<file path="src/sv/mdc_pkg.sv">
`timescale 1ns / 1ps
// Package for the multiclass detection confirmer.
// Register indexes, reset values and field widths; no dependencies.
package mdc_pkg;

    localparam int unsigned NUM_CLASSES = 4;
    localparam int unsigned CNT_W     = 8;
    localparam int unsigned SEEN_W    = 3;
    localparam int unsigned REACT_W   = 2;
    localparam int unsigned CFG_IDX_W = 2;
    localparam int unsigned CFG_DAT_W = 8;
    localparam int unsigned S_DATA_W  = 8;
    localparam int unsigned M_DATA_W  = 8;

    typedef logic [CNT_W-1:0]     t_count;
    typedef logic [CFG_IDX_W-1:0] t_cfg_index;
    typedef logic [CFG_DAT_W-1:0] t_cfg_data;

    typedef enum logic [CFG_IDX_W-1:0] {
        REG_COUNT_LIMIT   = 2'd0,
        REG_CONFIRM_LEVEL = 2'd1,
        REG_RELEASE_LEVEL = 2'd2
    } t_cfg_reg;

    localparam t_count COUNT_LIMIT_RST   = 8'd60;
    localparam t_count CONFIRM_LEVEL_RST = 8'd40;
    localparam t_count RELEASE_LEVEL_RST = 8'd10;

endpackage

</file>
<file path="src/sv/multiclass_detection_confirmer_unit.sv">
`timescale 1ns / 1ps
// Top level of the multiclass detection confirmer: evidence counters,
// confirm flags, reaction queue and output register. Depends on mdc_pkg.
//
//  channel | direction | handshake               | payload
//  s       | in        | i_s_tvalid/o_s_tready   | tdata[2:0] seen_class
//  m       | out       | o_m_tvalid/i_m_tready   | tdata[1:0] react_class, tlast last_of_run
//  cfg     | in        | i_cfg_valid/o_cfg_ready | i_cfg_index, i_cfg_data[7:0]
//
// A frame is taken and the counters, flags and its reaction mask are registered
// together. Frames with no reaction follow each other every cycle.
// A frame with k reactions gives k beats, one per cycle while i_m_tready is high;
// the next frame is taken in the cycle the last of them leaves the pending mask.
// Synchronous active-low reset restores the default levels and clears all
// counters, flags and pending beats. Config writes are always ready.
module multiclass_detection_confirmer_unit (
    input  logic                       i_clk,
    input  logic                       i_rst_n,
    // slave stream
    input  logic                       i_s_tvalid,
    output logic                       o_s_tready,
    input  logic [mdc_pkg::S_DATA_W-1:0] i_s_tdata,  // [2:0] seen_class
    // master stream
    output logic                       o_m_tvalid,
    input  logic                       i_m_tready,
    output logic [mdc_pkg::M_DATA_W-1:0] o_m_tdata,  // [1:0] react_class
    output logic                       o_m_tlast,    // last_of_run
    // configuration writes
    input  logic                       i_cfg_valid,
    output logic                       o_cfg_ready,
    input  mdc_pkg::t_cfg_index        i_cfg_index,
    input  mdc_pkg::t_cfg_data         i_cfg_data
);
    import mdc_pkg::*;

    t_count r_count_limit, r_confirm_level, r_release_level;

    t_count                 r_cnt [NUM_CLASSES];
    t_count                 n_cnt [NUM_CLASSES];
    logic [NUM_CLASSES-1:0] r_conf, n_conf;
    logic [NUM_CLASSES-1:0] r_mask, n_mask;
    logic [NUM_CLASSES-1:0] n_react;

    logic                   r_out_valid;
    logic [REACT_W-1:0]     r_out_class;
    logic                   r_out_last;

    logic                   s_acc;
    logic                   load_out;
    logic [NUM_CLASSES-1:0] low_bit, mask_rest, mask_after;
    logic [REACT_W-1:0]     low_class;
    logic [SEEN_W-1:0]      seen;
    logic [NUM_CLASSES-1:0] conf_set;
    t_count                 lead_val;
    logic [NUM_CLASSES-1:0] lead_hot;
    logic [CNT_W:0]         up;

    assign seen        = i_s_tdata[SEEN_W-1:0];
    assign o_cfg_ready = 1'b1;

    // drain the pending mask lowest class first
    assign low_bit   = r_mask & (~r_mask + 1'b1);
    assign mask_rest = r_mask & ~low_bit;
    assign load_out  = (r_mask != '0) && (!r_out_valid || i_m_tready);
    assign mask_after = load_out ? mask_rest : r_mask;
    assign o_s_tready = (mask_after == '0);
    assign s_acc      = i_s_tvalid && o_s_tready;

    always_comb begin
        low_class = '0;
        for (int i = NUM_CLASSES - 1; i >= 0; i--) begin
            if (low_bit[i]) begin
                low_class = REACT_W'(i);
            end
        end
    end

    // counter update, leader search, confirm and release
    always_comb begin
        up       = '0;
        lead_val = '0;
        lead_hot = '0;
        for (int i = 0; i < NUM_CLASSES; i++) begin
            if (32'(seen) == i) begin
                up       = {1'b0, r_cnt[i]} + 1'b1;
                n_cnt[i] = (up < {1'b0, r_count_limit}) ? up[CNT_W-1:0] : r_count_limit;
            end else begin
                n_cnt[i] = (r_cnt[i] != '0) ? r_cnt[i] - 1'b1 : '0;
            end
        end
        // strict compare keeps the lowest index on ties; zero never leads
        for (int i = 0; i < NUM_CLASSES; i++) begin
            if (n_cnt[i] > lead_val) begin
                lead_val = n_cnt[i];
                lead_hot = '0;
                lead_hot[i] = 1'b1;
            end
        end
        conf_set = (lead_val >= r_confirm_level) ? lead_hot : '0;
        for (int i = 0; i < NUM_CLASSES; i++) begin
            n_react[i] = (r_conf[i] || conf_set[i]) && (n_cnt[i] <= r_release_level);
        end
        n_conf = (r_conf | conf_set) & ~n_react;
        n_mask = s_acc ? n_react : mask_after;
    end

    always_ff @(posedge i_clk) begin
        if (!i_rst_n) begin
            r_count_limit   <= COUNT_LIMIT_RST;
            r_confirm_level <= CONFIRM_LEVEL_RST;
            r_release_level <= RELEASE_LEVEL_RST;
        end else if (i_cfg_valid) begin
            unique case (i_cfg_index)
                REG_COUNT_LIMIT:   r_count_limit   <= i_cfg_data;
                REG_CONFIRM_LEVEL: r_confirm_level <= i_cfg_data;
                REG_RELEASE_LEVEL: r_release_level <= i_cfg_data;
                default: ;
            endcase
        end
    end

    always_ff @(posedge i_clk) begin
        if (!i_rst_n) begin
            for (int i = 0; i < NUM_CLASSES; i++) begin
                r_cnt[i] <= '0;
            end
            r_conf      <= '0;
            r_mask      <= '0;
            r_out_valid <= 1'b0;
        end else begin
            if (s_acc) begin
                r_cnt  <= n_cnt;
                r_conf <= n_conf;
            end
            r_mask <= n_mask;
            if (load_out) begin
                r_out_valid <= 1'b1;
            end else if (i_m_tready) begin
                r_out_valid <= 1'b0;
            end
        end
    end

    always_ff @(posedge i_clk) begin
        if (load_out) begin
            r_out_class <= low_class;
            r_out_last  <= (mask_rest == '0);
        end
    end

    assign o_m_tvalid = r_out_valid;
    assign o_m_tdata  = {{(M_DATA_W - REACT_W){1'b0}}, r_out_class};
    assign o_m_tlast  = r_out_last;

    // a class waiting to react is never confirmed at the same time
    a_mask_conf_disjoint: assert property (@(posedge i_clk) disable iff (!i_rst_n)
        (r_mask & r_conf) == '0)
        else $error("pending reaction on a confirmed class");

    // a beat that is not last always has more of its run queued
    a_run_continues: assert property (@(posedge i_clk) disable iff (!i_rst_n)
        (r_out_valid && !r_out_last) |-> (r_mask != '0))
        else $error("run ended without tlast");

    // a frame that reacts leaves its reactions queued
    a_react_queued: assert property (@(posedge i_clk) disable iff (!i_rst_n)
        (s_acc && (n_react != '0)) |=> (r_mask != '0))
        else $error("reactions of a frame were lost");

    // no frame is taken while reactions are still queued
    a_no_overrun: assert property (@(posedge i_clk) disable iff (!i_rst_n)
        s_acc |-> (mask_after == '0))
        else $error("frame taken over pending reactions");

endmodule
</file>
<file path="config.mk">
export PLATFORM = sky130hd
export DESIGN_NAME = multiclass_detection_confirmer_unit
export DESIGN_NICKNAME = d
export VERILOG_FILES = /design/src/sv/mdc_pkg.sv /design/src/sv/multiclass_detection_confirmer_unit.sv
export SDC_FILE = /design/constraint.sdc
export NUM_CORES = 1
export LEC_CHECK = 0
export BUFFER_PORTS_ARGS = -buffer_cell sky130_fd_sc_hd__buf_2
export CAP_MARGIN = 20
export CORE_MARGIN = 2
export CORE_UTILIZATION = 45
export CTS_CLUSTER_SIZE = 40
export DETAILED_ROUTE_END_ITERATION = 8
export GPL_TIMING_DRIVEN = 0
export PLACE_DENSITY = 0.73
export SLEW_MARGIN = 20
export SYNTH_ARGS = -nofsm -noshare
export SYNTH_HDL_FRONTEND = slang
export SYNTH_SLANG_ARGS = --single-unit
export TNS_END_PERCENT = 50
</file>
<file path="constraint.sdc">
create_clock -name i_clk -period 12.2 [get_ports i_clk]
set_input_delay 0.61 -clock i_clk [delete_from_list [all_inputs] [get_ports i_clk]]
set_output_delay 0.61 -clock i_clk [all_outputs]
set_load 0.03 [all_outputs]
</file>
==> results of run 1 <==
## cell usage in the layout, fill, tap and decap left out, drive strengths merged, types with 13 or more instances in the layout
| cell type | count |
|---|---|
| and3 | 13 |
| buf | 47 |
| nand4 | 17 |
| a21oi | 54 |
| o21ai | 39 |
| clkbuf | 39 |
| nor2b | 25 |
| xnor2 | 33 |
| nand3 | 28 |
| a21o | 21 |
| mux2i | 40 |
| o21a | 14 |
| nor3 | 17 |
| dfxtp | 65 |
| nor2 | 72 |
| nand2 | 57 |
| inv | 70 |
| ha | 103 |
## report_power, final
part           internal (W)  switching [W]
logic              0.000410       0.000554
clock network      0.000180      0.0000985
registers          0.000255      0.0000243
total              0.000845       0.000677
## logic make-up (layout without fill, tap and decap cells)
| logic type | after synthesis | count (layout) | synth area share, % |
|---|---|---|---|
| buffers and inverters | 124 | 159 | 7.72 |
| XOR/XNOR | 43 | 43 | 5.26 |
| other | 2 | 7 | 0.105 |
| adder cells (fa/ha/maj) | 104 | 104 | 18.1 |
| multiplexers | 44 | 44 | 6.50 |
| flip-flops | 68 | 68 | 19.4 |
| AO/OA/AOI/OAI | 220 | 220 | 22.8 |
| AND/OR/NAND/NOR | 275 | 275 | 20.1 |
## stage by stage
stage | total power [W] | std cells | setup WS, ns
final | 0.00152 | 1136 | 1.98
after global routing | 0.00165 | 1136 | 1.31
after CTS | 0.00151 | 1136 | 2.10
after detailed placement | 0.00123 | 1121 | 2.22
after global placement | 0.00121 | 1121 | 2.30
after floorplan | 0.00102 | 885 | 3.55
## flip-flops by register name (all words and copies together) (netlist names)
signal / flops
o_m_tlast: 1
o_m_tvalid: 1
r_cnt: 32
r_conf: 4
r_confirm_level: 8
r_count_limit: 8
r_mask: 4
r_out_class: 2
r_release_level: 8
## metal layers
metal,part of all wire [%],track usage (%),vias to the layer above
met4,4.0,11.6,0
met3,6.8,4.02,47
met2,45,40.3,220
met1,44,33.3,3044
li1,-,-,3237
met5,0,0,-
## synthesized netlist by cell type (5+ instances only)
cell | instances | area [um^2]
xnor2_1 | 33 | 289
nand3b_1 | 7 | 52.6
clkbuf_1 | 27 | 101
buf_2 | 10 | 50.1
buf_6 | 6 | 67.6
nor2b_1 | 25 | 156
nand2_1 | 55 | 206
nor3_1 | 15 | 75.1
ha_1 | 103 | 1290
and2_1 | 6 | 37.5
a211oi_1 | 11 | 82.6
a31oi_1 | 7 | 43.8
o211ai_1 | 6 | 45.0
o22a_1 | 11 | 96.3
dfxtp_1 | 65 | 1300
or3_1 | 5 | 31.3
a21o_1 | 21 | 158
nand4_1 | 17 | 106
o22ai_1 | 5 | 31.3
o21a_1 | 14 | 105
nand2b_1 | 8 | 50.1
nand3_1 | 27 | 135
buf_4 | 8 | 60.1
inv_1 | 69 | 259
o211a_1 | 5 | 50.1
xor2_1 | 10 | 87.6
and3_1 | 11 | 68.8
a21oi_1 | 53 | 265
o21ai_0 | 37 | 185
mux2i_1 | 38 | 380
nor2_1 | 72 | 270
## area by class of cell
cell class | instances | area [um^2] | area share [%]
plain buffers | 54 | 290 | 3.69
repair buffers | 20 | 100 | 1.27
clock inverters | 3 | 42.5 | 0.540
well taps | 216 | 270 | 3.43
inverters | 70 | 263 | 3.34
multi-input cells | 693 | 5240 | 66.5
flip-flops and latches | 68 | 1390 | 17.7
clock buffers | 12 | 278 | 3.53
## final timing paths
path,cells past startpoint,slack [ns],to,from
min reg2reg,1,0.48,r_conf[0],r_conf[0]
max,42,1.98,r_mask[0],r_cnt[21]
max reg2reg,42,1.98,r_mask[0],r_cnt[21]
min,1,0.48,r_conf[0],r_conf[0]
## worst max-delay path: cells and delay by family (launching register included)
kind | cells | cell delay [ns]
simple gates | 8 | 1.55
fa+ha+maj | 5 | 1.47
xor+xnor | 1 | 0.26
compound gates | 20 | 3.78
mux | 3 | 1.16
flops | 1 | 0.30
buf+inv | 5 | 1.59
==> impl_metrics.ini, run 1 <==
[outcome]
status = finished clean

[critical_path]
worstPathRequired_ns = 12.44
start_kind = flop
cp-end-kind = flop
worstPathArrival_ns = 10.45
slowest_stage = clkbuf_1
cp_max_fo = 10
timing_worst_setup_path_type = flop to flop
critPathMaxStageDelay_ns = 0.58

[synthesis]
synth-edff-count = 3
yosys_warnings = 0
ys_ff_latch = 68
synth.distinct_cells = 92
seq_area_frac_synth_pct = 19.4
syn_avg_cell_area_um2 = 8.14
syn_inst = 880
synthFlopType = dfxtp_1
synthesis.area_mm2 = 0.00716
async_flop_share_pct = 0

[routing]
drc = 0
ant_nets = 0
wl_per_cell_um = 17.8
routed_via_density = 5.76
totalWireLength_um = 20300
first_pass_iters = 5
vias = 6548
drtIter0Drc = 470

[global_routing]
first_global_vias = 6206
track_usage_pct = 25.2
grt_overflow = 0
antenna_found_initial = 0
grt_max_degree = 12
grt_pass1_wl_um = 32900

[sta]
setup_tns_ns = 0
holdWs_ns = 0.476
final.min_clock_period_ns = 10.22
tightestPinTransition_ns = 0.939
setup_viol = 0
finalCritPeriodShare_pct = 83.7
max_freq_ghz = 0.0979
slew_violations = 0
rsz0062_at_grt = no
finClkSkew_ns = 0.00852
hold_viol_final = 0
relSlewSlack_pct = 37.2

[cts]
postCtsSetupRepairBufs = 0
tritoncts = yes
cts_root_buf = clkbuf_16
path_clk_slew_ns = 0.05
cts_made_buffers = 9
postCtsHoldBufs = 0
clk_latency_ns = 0.35
clock-sinks = 68
post_cts_resized = 0
cts_buffer_depth = 2
cts_max_level = 3

[layout]
drive_gt1_share_pct = 10.9
final_util_pct = 50.1
diodes = 0
design_area_mm2 = 0.00787
fillers = 1476
nets = 1042
syn_to_final_growth_pct = 9.90

[power]
powerDensity_mw_per_mm2 = 193
p_leak_nw = 3.69
peakVddDrop_mv = 0.154

[floorplanning]
initial_core_util_pct = 45.6
die_area_mm2 = 0.0169
die_w_um = 130
die_h_um = 130
core_area_mm2 = 0.0157
ios = 35
row_count = 46

[place]
place.gp.congestion = 0.942
port_buffers = 20
dp_hpwl_um = 15600
placed_cell_area_mm2 = 0.00755

[job]
max_cap_violations = 0

[worst_hold_path]
hold_class = flop to flop
(Power assumes the default switching activity.)
==> inputs of run 2 (changes only) <==
==> constraint.sdc (replaced) <==
create_clock -name i_clk -period 9.83 [get_ports i_clk]
set_input_delay 0.4915 -clock i_clk [delete_from_list [all_inputs] [get_ports i_clk]]
set_output_delay 0.4915 -clock i_clk [all_outputs]
set_load 0.03 [all_outputs]
==> impl_metrics.ini, run 2 (synthesis gave the netlist of run 1 again) <==
[outcome]
status = finished clean

[sta]
tightestPinTransition_ns = 0.919
setup_viol = 0
hold_viol_final = 0
slew_violations = 0
finClkSkew_ns = 0.00789
max_freq_ghz = 0.108
relSlewSlack_pct = 37.8
setup_tns_ns = 0
finalCritPeriodShare_pct = 94.3
final.min_clock_period_ns = 9.27

[global_routing]
track_usage_pct = 25.2
antenna_found_initial = 0
first_global_vias = 6206
grt_max_degree = 12
grt_overflow = 0
grt_pass1_wl_um = 32900

[cts]
postCtsHoldBufs = 0
cts_max_level = 3
cts_root_buf = clkbuf_16
clock-sinks = 68
clk_latency_ns = 0.34
postCtsSetupRepairBufs = 0
tritoncts = yes
cts_made_buffers = 9
cts_buffer_depth = 2
path_clk_slew_ns = 0.06

[critical_path]
worstPathRequired_ns = 10.06
cp_max_fo = 10
worst_r2r_startpoint = r_cnt[21]
slowest_stage = a311o_1
worstPathArrival_ns = 9.50
start_kind = flop
rr_worst_depth = 42
cp-end-kind = flop
cp_common_cell = a21oi_1
timing_worst_setup_path_type = flop to flop
reg2reg_slack_ns = 0.56
r2r-end = r_mask[0]
critPathMaxStageDelay_ns = 0.44

[layout]
diodes = 0
largest-register = r_cnt
layout_commonest_cell = ha_1
largest_reg_flops = 32
drive_gt1_share_pct = 12.2
fin_cells = 1135
final_cell_mix = 103 x ha_1, 70 x nor2_1, 69 x inv_1
nets = 1041
syn_to_final_growth_pct = 10.8

[floorplanning]
initial_core_util_pct = 45.6
die_area_mm2 = 0.0169
die_w_um = 130
die_h_um = 130
core_area_mm2 = 0.0157
ios = 35
row_count = 46

[power]
intPower_w = 0.00106
p_switching_w = 0.000852
p_comb_share_pct = 63.9
powerDensity_mw_per_mm2 = 241
clock_power_share_pct = 18.1
p_seq_share_pct = 18.1
switching_share_pct = 44.5
p_leak_nw = 3.71
peakVddDrop_mv = 0.226

[routing]
first_pass_iters = 5
vias = 6592
drc = 0
routed_via_density = 5.81
drtIter0Drc = 524
wl_per_cell_um = 17.9
totalWireLength_um = 20300
ant_nets = 0

[job]
max_cap_violations = 0

[worst_hold_path]
hold_class = input pin to flop
holdPathEnd = r_release_level[1]
hold_path_depth = 3
holdCritStartpoint = i_cfg_data[1]

[place]
dp_hpwl_um = 15600
dpl.cell_count = 1121
port_buffers = 20
place.gp.congestion = 0.942
run 2: cell type report:
class,instances,area [um^2]
fillers,1469,7770
clock buffers,12,278
flip-flops and latches,68,1390
multi-input cells,693,5300
inverters,70,263
clock inverters,3,42.5
plain buffers,53,293
well taps,216,270
repair buffers,20,100
run 2: layer usage:
metal | routed length [um] | GRT usage [%] | vias up
li1 | - | - | 3238
met1 | 8970 | 33.5 | 3068
met2 | 9030 | 40.3 | 236
met3 | 1430 | 3.73 | 50
met4 | 879 | 11.6 | 0
met5 | 0 | 0 | -
run 2: worst max-delay path by stage:
stage / from / to / slack (ns) / cells after the start
3_3_place_gp: r_cnt[21] / r_mask[0] / -0.07 / 42
4_1_cts: r_cnt[21] / r_mask[0] / 0.007 / 42
2_1_floorplan: r_cnt[19] / r_mask[0] / 1.18 / 42
5_1_grt: r_cnt[21] / r_mask[0] / -0.04 / 42
3_5_place_dp: r_cnt[21] / r_mask[0] / -0.15 / 42
6_report: r_cnt[21] / r_mask[0] / 0.56 / 42
run 2: worst max-delay path, delay by kind of cell, from the launching register on:
kind	cells	cell delay [ns]
flip-flops	1	0.30
multiplexers	2	0.69
buffers and inverters	4	0.79
AND/OR/NAND/NOR	8	1.31
adder cells (fa/ha/maj)	5	1.50
XOR/XNOR	1	0.19
AO/OA/AOI/OAI	22	4.36
run 2: what timing repair did:
action | 4_1_cts | 5_1_grt
cloned | 0 | 0
endpoints found under the setup margin | 8 | 8
gates resized for setup | 1 | 16
run 2: power by group through the flow:
| stage | clock network, W | logic, W | registers (W) |
|---|---|---|---|
| detailed placement | 0 | 0.00117 | 0.000351 |
| global placement | 0 | 0.00115 | 0.000350 |
| CTS | 0.000346 | 0.00118 | 0.000345 |
| floorplan | 0 | 0.000907 | 0.000357 |
| finish | 0.000346 | 0.00122 | 0.000346 |
| global route | 0.000360 | 0.00136 | 0.000350 |
run 2: through the flow:
| stage | worst slack [ns] | utilization (%) | area [um^2] | hold WS, ns | total power (W) |
|---|---|---|---|---|---|
| finish | 0.560 | 50.5 | 7940 | 0.441 | 0.00192 |
| global route | -0.0408 | 50.5 | 7940 | 0.449 | 0.00207 |
| CTS | 0.00685 | 50.1 | 7880 | 0.439 | 0.00187 |
| detailed placement | -0.151 | 48.1 | 7550 | 0.466 | 0.00152 |
| global placement | -0.0746 | 48.1 | 7550 | 0.456 | 0.00150 |
| floorplan | 1.18 | - | 7180 | 0.442 | 0.00126 |
